--- config.mk ---
export PLATFORM = sky130hd
export DESIGN_NAME = wvm_divider
export DESIGN_NICKNAME = d
export VERILOG_FILES = /design/src/rtl/wvm_divider.sv
export SDC_FILE = /design/constraint.sdc
export NUM_CORES = 1
export LEC_CHECK = 0
export BUFFER_PORTS_ARGS = -buffer_cell sky130_fd_sc_hd__buf_2
export CORE_MARGIN = 4
export CORE_UTILIZATION = 30
export DETAILED_ROUTE_END_ITERATION = 6
export GPL_TIMING_DRIVEN = 0
export HOLD_SLACK_MARGIN = 0.15
export MAX_ROUTING_LAYER = met4
export RECOVER_POWER = 100
export SLEW_MARGIN = 20
export SYNTH_ARGS = -nofsm -noshare
export SYNTH_HDL_FRONTEND = slang
export SYNTH_SLANG_ARGS = --single-unit
--- constraint.sdc ---
create_clock -name i_clk -period 4.05 [get_ports i_clk]
set_clock_uncertainty 0.1 [all_clocks]
set_input_delay 0.2025 -clock i_clk [delete_from_list [all_inputs] [get_ports i_clk]]
set_output_delay 0.2025 -clock i_clk [all_outputs]
set_load 0.02 [all_outputs]
--- src/rtl/wvm_divider.sv ---
`timescale 1ns / 1ps
// signed restoring divider, floor quotient of a 30-bit numerator by a 16-bit divisor
module wvm_divider (
    input  logic               i_clk,
    input  logic               i_rst_n,
    input  logic               i_start,
    input  logic signed [29:0] i_num,
    input  logic [15:0]        i_den,
    output logic               o_done,
    output logic signed [29:0] o_quot
);
    logic [28:0] r_q, n_q;
    logic [16:0] r_rem, n_rem;
    logic [15:0] r_den;
    logic        r_neg;
    logic [4:0]  r_cnt;
    logic        r_busy;
    logic [17:0] w_trial;
    logic [29:0] w_qpos;

    always_comb begin
        w_trial = {r_rem, r_q[28]} - {2'b00, r_den};
        if (!w_trial[17]) begin
            n_rem = w_trial[16:0];
            n_q   = {r_q[27:0], 1'b1};
        end else begin
            n_rem = {r_rem[15:0], r_q[28]};
            n_q   = {r_q[27:0], 1'b0};
        end
        w_qpos = {1'b0, r_q};
    end

    always_ff @(posedge i_clk) begin
        if (!i_rst_n) begin
            r_busy <= 1'b0;
            r_cnt  <= '0;
            o_done <= 1'b0;
        end else begin
            o_done <= 1'b0;
            if (i_start) begin
                r_busy <= 1'b1;
                r_cnt  <= 5'd29;
            end else if (r_busy) begin
                r_cnt <= r_cnt - 5'd1;
                if (r_cnt == 5'd1) begin
                    r_busy <= 1'b0;
                    o_done <= 1'b1;
                end
            end
        end
    end

    always_ff @(posedge i_clk) begin
        if (i_start) begin
            r_neg <= i_num[29];
            r_q   <= i_num[29] ? 29'(-i_num) : i_num[28:0];
            r_rem <= '0;
            r_den <= i_den;
        end else if (r_busy) begin
            r_q   <= n_q;
            r_rem <= n_rem;
        end
    end

    always_comb begin
        if (!r_neg) begin
            o_quot = w_qpos;
        end else begin
            o_quot = (r_rem != 17'd0) ? -w_qpos - 30'sd1 : -w_qpos;
        end
    end
endmodule
==> key figures <==
STA
  • Slew HR: 24.6%
  • RSZ-0062 raised after global routing: true
  • Final worst setup slack: -0.187 ns
  • Period utilization: 105%
  • TNS Setup: -1.53 ns
  • Final Hold Viols: 0
  • Least-Margin Pin Slew: 1.13 ns
  • Final setup vio count: 12
  • Fin. max-slew vios: 0
  • Final min period: 4.24 ns
  • Max Clk Rate: 0.236 GHz

Synth
  • Post-Synthesis Cells: 747
  • Asr flop ratio synth: 0%
  • Post-synth top area share: 22.5%
  • Synthesis Warnings: 0
  • Post-synth EDFFs: 46
  • Most numerous cell in the Yosys netlist: nor2_1
  • Syn Nets: 818
  • Top_reg_cell synth: edfxtp_1
  • Seq/Total Area, Yosys: 30.3%
  • Synth area leaders: edfxtp_1 (22%), dfxtp_1 (7.8%), xnor2_1 (6.3%), xor2_1 (5.4%), nor2_1 (5.3%)
  • Top cells by count, synth: nor2_1 (86), nand2_1 (65), edfxtp_1 (46)
  • Synth cell types: 68
  • Synth Area per Inst: 8.22 um^2
  • Yosys reg bits: 70
  • Post-Syn Area: 0.00614 mm^2
  • Dominant cell type by area after synthesis: edfxtp_1

Routing
  • Routed length on met2: 9320 um
  • 1st-pass router iterations: 5
  • Routed vias: 6102
  • Post-Route M1 WL: 7730 um
  • Initial DRC count: 294
  • Met3 Wirelength: 899 um
  • DRC: 0
  • Via-per-instance ratio: 5.24
  • Highest layer used for signal routing: met4
  • Average wire per standard cell: 15.8 um
  • Antenna-violating nets left: 0
  • Final wirelength: 18400 um

Clock network
  • Maximum clock path buffer count: 2
  • Root Buffer: clkbuf_16
  • CTS Buf Count: 9
  • Skew-Pair Late Insertion Delay: 0.33 ns
  • Clk slew on worst S/H paths: 0.06 ns
  • H-tree depth: 3
  • CTS tree: built
  • Clk sinks: 70

Pwr
  • Power Dens Cells: 331 mW/mm^2
  • Pleak: 3.00 nW
  • Switch Pwr: 0.914 mW
  • Comb pwr share: 35.5%
  • Internal power: 1.70 mW
  • Net Sw Frac: 34.9%
  • Seq pwr share: 35.1%
  • Clk network pwr share: 29.4%
  • Worst vdd ir: 0.187 mV

Final layout
  • Synth-to-Final Area Change: 28.7%
  • Nets: 958
  • Filler cells: 2082
  • Post-layout instance area: 0.00790 mm^2
  • Share of post-route cells with drive strength above 1: 20.5%
  • Post-layout util: 39.2%
  • Reg area: 0.00186 mm^2
  • Multi-input combinational cell area: 0.00418 mm^2

GRT
  • Gr usage total: 16.2%
  • Total grt overflow: 0
  • First-pass GRT wire length: 28600 um
  • Initial antenna violation count: 2
  • Vias in the first global route: 5626
  • Largest net degree at the start of global routing: 30

Critical path
  • Critical Path End Type: output pin
  • CP delay by family, top: simple AND/OR/NAND/NOR gates
  • Crit path required time: 3.75 ns
  • Cell breakdown of the critical path: or4_4 > buf_6 > or3_4 > or4_4 > a222oi_1 > nand2_2 > buf_6 > or4_1 > nand3_1 > xnor2_1 > buf_4
  • RR Startpoint: r_q[28]
  • Slowest Stage Delay on Critical Path: 0.52 ns
  • FF-to-FF End: r_rem[4]
  • Slowest CP cell: edfxtp_1
  • Crit. Startpoint: r_q[8]
  • Worst EP arrival: 3.93 ns
  • WP buf/inv: 3
  • CP Max Fanout: 7
  • Worst R2R Path Depth: 12
  • Crit Path Category: flip-flop to output pin
  • Flop2flop setup slack: 0.22 ns
  • Startpoint types: flip-flop

Floorplanning
  • Die width: 151 um
  • # IOs: 80
  • Core area: 0.0202 mm^2
  • Die area: 0.0228 mm^2
  • Starting Density: 30.4%
  • DIE HEIGHT: 151 um
  • Std-Cell Rows: 52

Status
  • Outcome: finished, violations left
  • Violated checks: setup timing

Place
  • Hpwl dp: 13700 um
  • Area after DPL: 0.00687 mm^2
  • I/O Buffers: 79
  • Placer Congestion: 0.918

Hold path
  • Hold path start: i_num[10]
  • Hold EP: r_q[10]
  • Worst hold path type: input pin to flip-flop
  • Hold depth: 3

Run
  • Max-Cap Viols: 0
[routing by layer]
metal,vias to the layer above,GRT usage (%)
li1,3036,-
met1,2864,19.3
met2,172,28.1
met3,30,1.86
met4,0,5.80
met5,-,-
[worst max-delay path by stage]
stage	endpoint	slack [ns]	cells past startpoint
2_1_floorplan	o_quot[29]	0.13	11
3_3_place_gp	o_quot[21]	-0.16	11
3_5_place_dp	o_quot[21]	-0.22	11
4_1_cts	o_quot[23]	-0.14	12
5_1_grt	o_quot[23]	-0.34	11
6_report	o_quot[20]	-0.19	11
[metrics by stage]
| stage | instances | hold slack [ns] | worst slack (ns) | power (mW) |
|---|---|---|---|---|
| 2_1_floorplan | 747 | 0.201 | 0.125 | 1.52 |
| 5_1_grt | 1164 | 0.205 | -0.336 | 2.77 |
| 6_report | 1164 | 0.193 | -0.187 | 2.62 |
| 4_1_cts | 1147 | 0.177 | -0.142 | 2.61 |
| 3_3_place_gp | 1096 | 0.280 | -0.160 | 1.77 |
| 3_5_place_dp | 1096 | 0.281 | -0.223 | 1.78 |
[state kept, by name (all words and copies together) (netlist names)]
name / cells
o_done: 1
r_busy: 1
r_neg: 1
r_cnt: 5
r_rem: 17
r_q: 29
r_den: 16
[power by group through the flow]
| stage | logic [mW] | clock network (mW) | registers, mW |
|---|---|---|---|
| 2_1_floorplan | 0.618 | 0 | 0.903 |
| 3_3_place_gp | 0.842 | 0 | 0.924 |
| 3_5_place_dp | 0.851 | 0 | 0.926 |
| 4_1_cts | 0.896 | 0.787 | 0.923 |
| 5_1_grt | 1.03 | 0.820 | 0.930 |
| 6_report | 0.928 | 0.770 | 0.918 |
[area by class of cell]
type / count / share of cell area (%)
clock inverters: 5 / 0.649
clock buffers: 11 / 2.95
well taps: 270 / 4.28
flip-flops and latches: 70 / 23.6
diodes: 2 / 0.0634
multi-input cells: 598 / 52.9
inverters: 36 / 1.71
repair buffers: 141 / 12.2
plain buffers: 31 / 1.62
[tightest hold or removal path: stages]
cell and delay, ns:
buf_2 0.09, xor2_1 0.07, a21oi_1 0.14
[timing repair]
action / 4_1_cts / 5_1_grt
hold buffers: 19 / 0
cloned: 1 / 0
pin swaps: 33 / 21
setup endpoints to repair: 16 / 23
resized for setup: 49 / 24
endpoints found under the hold margin: 25 / 0
buffers inserted: 23 / 19
[logic make-up (layout without fill, tap and decap cells)]
logic type	after synthesis	after routing	synth area share [%]
other cells	0	2	0
flops	70	70	30.3
compound gates	169	169	18.7
xor+xnor	82	82	11.7
mux	27	27	4.65
simple gates	298	298	24.8
fa+ha+maj	22	22	4.61
buf+inv	79	224	5.22
[layout by cell type, fill, tap and decap left out, drive strengths merged, types with 12 or more instances in the layout]
cell	netlist	layout
o31ai	12	12
xnor2	44	44
mux2i	15	15
clkbuf	35	54
o21ai	39	39
mux2	12	12
or3	16	16
nor2	86	86
nor3	22	22
ha	21	21
edfxtp	46	46
dlygate4sd3	0	19
dfxtp	24	24
or4	19	19
nor4	15	15
buf	8	110
a21oi	38	38
nand2	65	65
inv	36	36
xor2	38	38
nand3	25	25
Note: power is estimated with default switching activity, not from simulation.
